`src/hfa_pkg.sv`:
```
// shared types, constants and codes for the hole fit allocator
`default_nettype none
package hfa_pkg;

    // default sizes of the hole table
    localparam int MAX_HOLES_DEF = 16;
    localparam int SIZE_BITS_DEF = 16;

    // fixed port field widths
    localparam int SLOT_W     = 4;
    localparam int AMOUNT_W   = 16;
    localparam int POLICY_W   = 2;
    localparam int HIU_W      = 5;
    localparam int CFG_ADDR_W = 1;
    localparam int CFG_DATA_W = 5;

    // configuration register indexes
    localparam logic [CFG_ADDR_W-1:0] CFG_FIT_POLICY   = 1'b0;
    localparam logic [CFG_ADDR_W-1:0] CFG_HOLES_IN_USE = 1'b1;

    // fit policy codes, any other code acts as first fit
    localparam logic [POLICY_W-1:0] POL_FIRST = 2'd0;
    localparam logic [POLICY_W-1:0] POL_BEST  = 2'd1;
    localparam logic [POLICY_W-1:0] POL_WORST = 2'd2;

    // request type codes
    localparam logic REQ_LOAD  = 1'b0;
    localparam logic REQ_ALLOC = 1'b1;

    // sequencer states
    typedef enum logic [2:0] {
        S_IDLE,
        S_SCAN,
        S_DRAIN,
        S_WB,
        S_RESP
    } t_state;

    // table port strobes
    typedef struct packed {
        logic we;
        logic re;
    } t_tbl_ctl;

    // one result word
    typedef struct packed {
        logic                granted;
        logic [SLOT_W-1:0]   chosen_slot;
        logic [AMOUNT_W-1:0] free_left;
    } t_result;

endpackage
`default_nettype wire

```
`src/hole_fit_allocator_unit.sv`:
```
// top level of the hole fit allocator: config registers and table wiring
//
//  channel   direction  handshake                 payload
//  in        input      i_in_valid / o_in_ready    i_req_type, i_hole_slot, i_amount
//  out       output     o_out_valid / i_out_ready  o_granted, o_chosen_slot, o_free_left
//  cfg       input      i_cfg_we                   i_cfg_addr, i_cfg_data
//
// a load word, or an allocate word with holes_in_use at zero, goes from S_IDLE
// straight to S_RESP; an allocate word scans n = min(holes_in_use, MAX_HOLES)
// entries one a cycle, then drain and write-back, before S_RESP. a word is
// accepted only in S_IDLE, so a new word waits until the last result is registered.
// reset is synchronous and clears control state and config registers, not the table.
// a stalled result holds in the output register; the next word then waits in S_RESP.
`default_nettype none
module hole_fit_allocator_unit #(
    parameter int MAX_HOLES = hfa_pkg::MAX_HOLES_DEF,
    parameter int SIZE_BITS = hfa_pkg::SIZE_BITS_DEF
) (
    input  wire                               i_clk,
    input  wire                               i_rst_n,
    input  wire                               i_cfg_we,
    input  wire  [hfa_pkg::CFG_ADDR_W-1:0]    i_cfg_addr,
    input  wire  [hfa_pkg::CFG_DATA_W-1:0]    i_cfg_data,
    input  wire                               i_in_valid,
    output logic                              o_in_ready,
    input  wire                               i_req_type,
    input  wire  [hfa_pkg::SLOT_W-1:0]        i_hole_slot,
    input  wire  [hfa_pkg::AMOUNT_W-1:0]      i_amount,
    output logic                              o_out_valid,
    input  wire                               i_out_ready,
    output logic                              o_granted,
    output logic [hfa_pkg::SLOT_W-1:0]        o_chosen_slot,
    output logic [hfa_pkg::AMOUNT_W-1:0]      o_free_left
);
    import hfa_pkg::*;

    localparam int IDX_W = $clog2(MAX_HOLES);

    logic [POLICY_W-1:0]  r_fit_policy;
    logic [HIU_W-1:0]     r_holes_in_use;
    t_tbl_ctl             tbl_ctl;
    logic [IDX_W-1:0]     tbl_waddr;
    logic [SIZE_BITS-1:0] tbl_wdata;
    logic [IDX_W-1:0]     tbl_raddr;
    logic [SIZE_BITS-1:0] tbl_rdata;
    t_result              result;

    // configuration registers
    always_ff @(posedge i_clk) begin
        if (!i_rst_n) begin
            r_fit_policy   <= '0;
            r_holes_in_use <= '0;
        end else if (i_cfg_we) begin
            unique case (i_cfg_addr)
                CFG_FIT_POLICY:   r_fit_policy   <= POLICY_W'(i_cfg_data);
                CFG_HOLES_IN_USE: r_holes_in_use <= HIU_W'(i_cfg_data);
            endcase
        end
    end

    // sequencer and compare unit
    hfa_ctrl #(
        .MAX_HOLES (MAX_HOLES),
        .SIZE_BITS (SIZE_BITS)
    ) u_ctrl (
        .i_clk          (i_clk),
        .i_rst_n        (i_rst_n),
        .i_policy       (r_fit_policy),
        .i_holes_in_use (r_holes_in_use),
        .i_in_valid     (i_in_valid),
        .o_in_ready     (o_in_ready),
        .i_req_type     (i_req_type),
        .i_hole_slot    (i_hole_slot),
        .i_amount       (i_amount),
        .o_tbl_ctl      (tbl_ctl),
        .o_waddr        (tbl_waddr),
        .o_wdata        (tbl_wdata),
        .o_raddr        (tbl_raddr),
        .i_rdata        (tbl_rdata),
        .o_out_valid    (o_out_valid),
        .i_out_ready    (i_out_ready),
        .o_result       (result)
    );

    // hole table
    hfa_table #(
        .MAX_HOLES (MAX_HOLES),
        .SIZE_BITS (SIZE_BITS)
    ) u_table (
        .i_clk   (i_clk),
        .i_ctl   (tbl_ctl),
        .i_waddr (tbl_waddr),
        .i_wdata (tbl_wdata),
        .i_raddr (tbl_raddr),
        .o_rdata (tbl_rdata)
    );

    // result word fields
    assign o_granted     = result.granted;
    assign o_chosen_slot = result.chosen_slot;
    assign o_free_left   = result.free_left;

endmodule
`default_nettype wire

```
`src/hfa_table.sv`:
```
// hole free space table, one write port and one registered read port
`default_nettype none
module hfa_table #(
    parameter int MAX_HOLES = hfa_pkg::MAX_HOLES_DEF,
    parameter int SIZE_BITS = hfa_pkg::SIZE_BITS_DEF,
    localparam int IDX_W = $clog2(MAX_HOLES)
) (
    input  wire                   i_clk,
    input  hfa_pkg::t_tbl_ctl     i_ctl,
    input  wire  [IDX_W-1:0]      i_waddr,
    input  wire  [SIZE_BITS-1:0]  i_wdata,
    input  wire  [IDX_W-1:0]      i_raddr,
    output logic [SIZE_BITS-1:0]  o_rdata
);
    import hfa_pkg::*;

    logic [SIZE_BITS-1:0] r_mem [MAX_HOLES];
    logic [SIZE_BITS-1:0] r_rdata;

    // write port
    always_ff @(posedge i_clk) begin
        if (i_ctl.we) begin
            r_mem[i_waddr] <= i_wdata;
        end
    end

    // registered read port
    always_ff @(posedge i_clk) begin
        if (i_ctl.re) begin
            r_rdata <= r_mem[i_raddr];
        end
    end

    assign o_rdata = r_rdata;

endmodule
`default_nettype wire

```
`src/hfa_ctrl.sv`:
```
// scan sequencer, shared fit compare unit and result register
`default_nettype none
module hfa_ctrl #(
    parameter int MAX_HOLES = hfa_pkg::MAX_HOLES_DEF,
    parameter int SIZE_BITS = hfa_pkg::SIZE_BITS_DEF,
    localparam int IDX_W = $clog2(MAX_HOLES),
    localparam int CNT_W = $clog2(MAX_HOLES + 1)
) (
    input  wire                               i_clk,
    input  wire                               i_rst_n,
    input  wire  [hfa_pkg::POLICY_W-1:0]      i_policy,
    input  wire  [hfa_pkg::HIU_W-1:0]         i_holes_in_use,
    input  wire                               i_in_valid,
    output logic                              o_in_ready,
    input  wire                               i_req_type,
    input  wire  [hfa_pkg::SLOT_W-1:0]        i_hole_slot,
    input  wire  [hfa_pkg::AMOUNT_W-1:0]      i_amount,
    output hfa_pkg::t_tbl_ctl                 o_tbl_ctl,
    output logic [IDX_W-1:0]                  o_waddr,
    output logic [SIZE_BITS-1:0]              o_wdata,
    output logic [IDX_W-1:0]                  o_raddr,
    input  wire  [SIZE_BITS-1:0]              i_rdata,
    output logic                              o_out_valid,
    input  wire                               i_out_ready,
    output hfa_pkg::t_result                  o_result
);
    import hfa_pkg::*;

    t_state               r_state, n_state;
    logic [IDX_W-1:0]     r_idx, n_idx;
    logic                 r_rd_vld;
    logic [IDX_W-1:0]     r_rd_idx;
    logic [SIZE_BITS-1:0] r_req, n_req;
    logic                 r_found, n_found;
    logic [SIZE_BITS-1:0] r_best, n_best;
    logic [IDX_W-1:0]     r_pick, n_pick;
    t_result              r_res, n_res;
    logic                 r_out_vld, n_out_vld;
    t_result              r_out, n_out;

    logic                 in_fire;
    logic                 out_free;
    logic                 slot_ok;
    logic [SIZE_BITS-1:0] amt_s;
    logic [SIZE_BITS-1:0] left;
    logic [31:0]          hiu32;
    logic [CNT_W-1:0]     n_eff;
    logic                 last;
    logic                 fits;
    logic                 better;
    logic                 take;

    // request decode and scan length
    assign in_fire  = i_in_valid && o_in_ready;
    assign out_free = !r_out_vld || i_out_ready;
    assign slot_ok  = 32'(i_hole_slot) < MAX_HOLES;
    assign amt_s    = SIZE_BITS'(i_amount);
    assign left     = r_best - r_req;
    assign hiu32    = 32'(i_holes_in_use);
    assign n_eff    = CNT_W'((hiu32 > MAX_HOLES) ? MAX_HOLES : hiu32);
    assign last     = (32'(r_idx) + 32'd1) == 32'(n_eff);

    // shared fit compare unit, strict compare keeps ties at the lower index
    always_comb begin
        fits = i_rdata >= r_req;
        unique case (i_policy)
            POL_BEST:  better = i_rdata < r_best;
            POL_WORST: better = i_rdata > r_best;
            default:   better = 1'b0;
        endcase
        take = r_rd_vld && fits && (!r_found || better);
    end

    // next state
    always_comb begin
        n_state = r_state;
        unique case (r_state)
            S_IDLE: begin
                if (in_fire) begin
                    if (i_req_type == REQ_LOAD || n_eff == '0) begin
                        n_state = S_RESP;
                    end else begin
                        n_state = S_SCAN;
                    end
                end
            end
            S_SCAN: begin
                if (last) begin
                    n_state = S_DRAIN;
                end
            end
            S_DRAIN: n_state = S_WB;
            S_WB:    n_state = S_RESP;
            S_RESP: begin
                if (out_free) begin
                    n_state = S_IDLE;
                end
            end
            default: n_state = S_IDLE;
        endcase
    end

    // handshake and table port controls
    always_comb begin
        o_in_ready   = (r_state == S_IDLE);
        o_tbl_ctl.we = ((r_state == S_IDLE) && in_fire && i_req_type == REQ_LOAD && slot_ok)
                    || ((r_state == S_WB) && r_found);
        o_tbl_ctl.re = (r_state == S_SCAN);
        o_waddr      = (r_state == S_IDLE) ? IDX_W'(32'(i_hole_slot)) : r_pick;
        o_wdata      = (r_state == S_IDLE) ? amt_s : left;
        o_raddr      = r_idx;
    end

    // datapath next values
    always_comb begin
        n_idx     = r_idx;
        n_req     = r_req;
        n_found   = r_found;
        n_best    = r_best;
        n_pick    = r_pick;
        n_res     = r_res;
        n_out_vld = r_out_vld;
        n_out     = r_out;

        unique case (r_state)
            S_IDLE: begin
                if (in_fire) begin
                    n_res   = '0;
                    n_idx   = '0;
                    n_found = 1'b0;
                    n_req   = amt_s;
                    if (i_req_type == REQ_LOAD && slot_ok) begin
                        n_res.granted     = 1'b1;
                        n_res.chosen_slot = i_hole_slot;
                        n_res.free_left   = AMOUNT_W'(amt_s);
                    end
                end
            end
            S_SCAN: n_idx = r_idx + 1'b1;
            S_WB: begin
                if (r_found) begin
                    n_res.granted     = 1'b1;
                    n_res.chosen_slot = SLOT_W'(r_pick);
                    n_res.free_left   = AMOUNT_W'(left);
                end
            end
            default: begin
            end
        endcase

        // candidate update from the word read last cycle
        if (take) begin
            n_found = 1'b1;
            n_best  = i_rdata;
            n_pick  = r_rd_idx;
        end

        // result register
        if (r_out_vld && i_out_ready) begin
            n_out_vld = 1'b0;
        end
        if (r_state == S_RESP && out_free) begin
            n_out_vld = 1'b1;
            n_out     = r_res;
        end
    end

    // control registers
    always_ff @(posedge i_clk) begin
        if (!i_rst_n) begin
            r_state   <= S_IDLE;
            r_rd_vld  <= 1'b0;
            r_found   <= 1'b0;
            r_out_vld <= 1'b0;
        end else begin
            r_state   <= n_state;
            r_rd_vld  <= (r_state == S_SCAN);
            r_found   <= n_found;
            r_out_vld <= n_out_vld;
        end
    end

    // payload registers
    always_ff @(posedge i_clk) begin
        r_idx    <= n_idx;
        r_rd_idx <= r_idx;
        r_req    <= n_req;
        r_best   <= n_best;
        r_pick   <= n_pick;
        r_res    <= n_res;
        r_out    <= n_out;
    end

    assign o_out_valid = r_out_vld;
    assign o_result    = r_out;

    // a refused request reports slot and space as zero
    assert property (@(posedge i_clk) disable iff (!i_rst_n)
        (o_out_valid && !o_result.granted) |->
            (o_result.chosen_slot == '0 && o_result.free_left == '0))
        else $error("refused word carries nonzero slot or space");

    // read data only returns while scanning or draining
    assert property (@(posedge i_clk) disable iff (!i_rst_n)
        r_rd_vld |-> (r_state == S_SCAN || r_state == S_DRAIN))
        else $error("table read data outside of a scan");

    // a held candidate always fits the request
    assert property (@(posedge i_clk) disable iff (!i_rst_n)
        (r_found && (r_state == S_DRAIN || r_state == S_WB)) |-> (r_best >= r_req))
        else $error("candidate hole smaller than request");

    // table writes happen only on a load or at write-back
    assert property (@(posedge i_clk) disable iff (!i_rst_n)
        o_tbl_ctl.we |-> (r_state == S_IDLE || r_state == S_WB))
        else $error("table write outside load or write-back");

    // no new word while busy
    assert property (@(posedge i_clk) disable iff (!i_rst_n)
        (r_state == S_SCAN) |=> !o_in_ready || $past(last))
        else $error("ready raised in the middle of a scan");

endmodule
`default_nettype wire
```
`config.mk`:
```
export PLATFORM = sky130hd
export DESIGN_NAME = hole_fit_allocator_unit
export DESIGN_NICKNAME = d
export VERILOG_FILES = /design/src/hfa_pkg.sv /design/src/hole_fit_allocator_unit.sv /design/src/hfa_table.sv /design/src/hfa_ctrl.sv
export SDC_FILE = /design/constraint.sdc
export NUM_CORES = 1
export LEC_CHECK = 0
export BUFFER_PORTS_ARGS = -buffer_cell sky130_fd_sc_hd__buf_4
export CORE_ASPECT_RATIO = 1.2
export CORE_UTILIZATION = 25
export CTS_CLUSTER_SIZE = 24
export DETAILED_ROUTE_END_ITERATION = 10
export PLACE_DENSITY = 0.43
export SETUP_SLACK_MARGIN = 0.1
export SYNTH_ARGS = -nofsm -noshare
export SYNTH_HDL_FRONTEND = slang
export SYNTH_SLANG_ARGS = --single-unit
```
`constraint.sdc`:
```
create_clock -name i_clk -period 4.3 [get_ports i_clk]
set_clock_uncertainty 0.15 [all_clocks]
set_input_delay 0.645 -clock i_clk [delete_from_list [all_inputs] [get_ports i_clk]]
set_output_delay 0.645 -clock i_clk [all_outputs]
set_load 0.03 [all_outputs]
```
==> results.cfg <==
[floorplan]
die_width_um = 231
std_cell_rows = 100
fp.dieH_um = 277
die_area_mm2 = 0.0641
initial_utilization_pct = 25.4
num_io_pins = 55
placeableCoreArea_mm2 = 0.0622

[power]
p_sw_uw = 2300
pwr_density_cell_mw_per_mm2 = 481
combinational_power_share_pct = 14.0
worst_ir_drop_vdd_mv = 0.226
seqPwrFrac_pct = 48.0
p_sw_share_pct = 25.5
portion_of_total_power_attributed_to_the_clock_network_pct = 38.0
intPower_uw = 6700
leakagePower_uw = 0.00646
power_uw = 9000

[finish]
layout_stage_area_growth_over_the_synthesis_result_pct = 18.6
number_of_filler_instances_in_the_final_layout = 6138
stdcell_area_mm2 = 0.0187
final_layout_size_suffix_gt1_share_pct = 19.7
finalNetCount = 1212

[clocking]
post-cts-setup-buffer-count = 0
cts.path.max_buffers = 3
holdBufCountCts = 0
ctsHtreeMaxLevel = 2
tritoncts = yes
worst_setup_hold_path_clk_slew_ps = 60
clkSinkCount = 371
worst_skew_pair.late_latency_ps = 540
root_buffer = sky130_fd_sc_hd__clkbuf_16
cts_made_buffers = 39
cts.repair.resized = 0

[yosys]
yosysSeqAreaShare_pct = 69.5
synth.cells.most_frequent = sky130_fd_sc_hd__edfxtp_1, sky130_fd_sc_hd__nand2_1, sky130_fd_sc_hd__o21ai_0
number_of_flops_mapped_to_enable_cells_by_yosys = 354
synth-async-reset-ratio_pct = 0
ys_dominant_reg_cell = sky130_fd_sc_hd__edfxtp_1
synth.avg_cell_area_um2 = 15.3
ys_ff_latch = 371
dominant_cell_type_by_area_after_synthesis = sky130_fd_sc_hd__edfxtp_1
synth.most_common_cell = sky130_fd_sc_hd__edfxtp_1
synth.net_count = 1114
post_synthesis_instance_area_mm2 = 0.0158
synth_cells = 1031
post_synth_num_cell_types = 56
synth_top_area_share_pct = 67.4
synth.yosys.warnings = 0
synth_area_leaders = sky130_fd_sc_hd__edfxtp_1, sky130_fd_sc_hd__mux4_2, sky130_fd_sc_hd__ha_1

[sta]
fmax_mhz = 317
setup_slack_ps = 1150
maxSlewHeadroom_pct = 25.6
slew_at_the_pin_with_the_worst_max_slew_slack_ps = 1110
fin_crit_sh_pct = 73.4
timing.setup.tns_ps = 0
final-hold-violation-count = 0
fin_crit_ps = 3150
maxSlewViolCount = 0
setup_viol_count_final = 0
grt_setup_unrepaired = false

[placement]
number_of_input_and_output_port_buffers_inserted = 54
pre_cts_ws_ps = 1110
gp_congestion = 0.751
post-dp-hpwl_um = 26100
placement.cell_area_mm2 = 0.0174

[grt]
grt_first_pass_wirelength_um = 60700
grt_max_degree = 81
vias_in_the_first_global_route = 9206
grt_remaining_overflow = 0
antenna_violations_before_repair = 0
grt_usage_pct = 12.8

[drt]
route.antenna.remaining_nets = 0
drc_errors = 0
wl_per_cell_um = 20.6
via_per_inst = 4.51
detail_route.iter0.violations = 540
num_vias = 8930
routed_wl_um = 40700
drt_pre_antenna_iters = 5

[setup_path]
required_arrival_time_at_the_worst_endpoint_ps = 4380
critical_path_arrival_ps = 3230
end_kind = register
crit_path_max_fanout = 12
timing.critical_path.from_type = register
criticalPathCategory = register to register
timing.reg2reg.worst_path_depth = 9

[run_status]
status = finished clean

[hold_path]
hold-path-cell-count = 1
worst_hold_path_type = input port to register

[run]
max-cap-violations = 0
## flip-flops by register name (all words and copies together), names as in the netlist
signal / cells
r_fit_policy: 2
r_holes_in_use: 5
u_ctrl.o_out_valid: 1
u_ctrl.o_raddr: 4
u_ctrl.o_result: 21
u_ctrl.r_best: 16
u_ctrl.r_found: 1
u_ctrl.r_pick: 4
u_ctrl.r_rd_idx: 4
u_ctrl.r_rd_vld: 1
u_ctrl.r_req: 16
u_ctrl.r_res: 21
u_ctrl.r_state: 3
u_table.o_rdata: 16
u_table.r_mem: 256
## path summary, 6_finish.rpt
path | startpoint | endpoint | slack, ps
max | u_table.o_rdata[14] | u_ctrl.r_best[9] | 1150
min | i_amount[2] | u_ctrl.r_req[2] | 150
max reg2reg | u_table.o_rdata[14] | u_ctrl.r_best[9] | 1150
min reg2reg | u_ctrl.r_rd_idx[0] | u_ctrl.r_pick[0] | 260
## per-stage QoR
step / utilization, % / instances / hold slack, ps
after floorplan: - / 1031 / 196
after global placement: 28.0 / 1904 / 239
after detailed placement: 28.0 / 1904 / 243
after CTS: 30.1 / 1976 / 122
after global routing: 30.1 / 1976 / 127
final: 30.1 / 1978 / 152
## worst max-delay path, stage by stage, from the launching register on
cell and delay [ps]:
sky130_fd_sc_hd__edfxtp_1 460, sky130_fd_sc_hd__ha_1 330, sky130_fd_sc_hd__nand4_1 150, sky130_fd_sc_hd__or4_1 630, sky130_fd_sc_hd__a21oi_1 230, sky130_fd_sc_hd__nand4b_1 210
sky130_fd_sc_hd__nand2_1 70, sky130_fd_sc_hd__o311a_2 150, sky130_fd_sc_hd__nor3b_2 210, sky130_fd_sc_hd__buf_4 250
## power groups by stage
stage	sequential, uW	combinational [uW]	clock (uW)
floorplan	4400	755	0
global placement	4400	1280	0
detailed placement	4400	1290	0
CTS	4320	1290	3520
global route	4340	1390	3640
finish	4320	1260	3420
## logic make-up (layout without fill, tap and decap cells)
| logic type | after synthesis | after routing | synth area share [%] |
|---|---|---|---|
| adder cells (fa/ha/maj) | 51 | 51 | 4.09 |
| flip-flops | 371 | 371 | 69.5 |
| multiplexers | 99 | 99 | 8.92 |
| other | 0 | 2 | 0 |
| XOR/XNOR | 14 | 14 | 0.777 |
| AND/OR/NAND/NOR | 210 | 210 | 6.53 |
| AO/OA/AOI/OAI | 199 | 199 | 7.96 |
| buffers and inverters | 87 | 216 | 2.19 |
## layer usage
layer	track usage (%)	share of wire [%]	vias to the layer above
li1	-	-	4193
met5	0	0	-
met4	4.04	2.7	0
met1	16.2	44	4519
met2	22.5	51	160
met3	1.71	3.1	58
## placed cells by master, fill, tap and decap left out, types with 10 or more instances in the layout
cell type / Yosys / layout
sky130_fd_sc_hd__nand3b_1: 16 / 16
sky130_fd_sc_hd__mux4_2: 32 / 32
sky130_fd_sc_hd__clkinv_1: 0 / 10
sky130_fd_sc_hd__o21ai_0: 72 / 72
sky130_fd_sc_hd__edfxtp_1: 354 / 354
sky130_fd_sc_hd__ha_1: 50 / 50
sky130_fd_sc_hd__nand2_1: 78 / 78
sky130_fd_sc_hd__nor2_1: 43 / 26
sky130_fd_sc_hd__nand3_1: 16 / 16
sky130_fd_sc_hd__nor2_2: 0 / 17
sky130_fd_sc_hd__clkbuf_16: 0 / 40
sky130_fd_sc_hd__buf_4: 2 / 98
sky130_fd_sc_hd__a221oi_1: 16 / 16
sky130_fd_sc_hd__a22oi_1: 16 / 16
sky130_fd_sc_hd__mux2i_1: 54 / 54
sky130_fd_sc_hd__a21oi_1: 37 / 37
sky130_fd_sc_hd__dfxtp_1: 17 / 17
sky130_fd_sc_hd__inv_1: 45 / 45
sky130_fd_sc_hd__mux2_2: 13 / 13
## layout make-up
cell class	count	area (um2)	share of cell area, %
Sequential cell	371	11000	58.6
Multi-Input combinational cell	573	4520	24.1
Clock buffer	47	1030	5.49
Tap cell	816	1020	5.45
Timing Repair Buffer	99	756	4.04
Clock inverter	25	253	1.35
Inverter	45	169	0.902
Antenna cell	2	5.00	0.0267
Note: power is estimated with default switching activity, not from simulation.
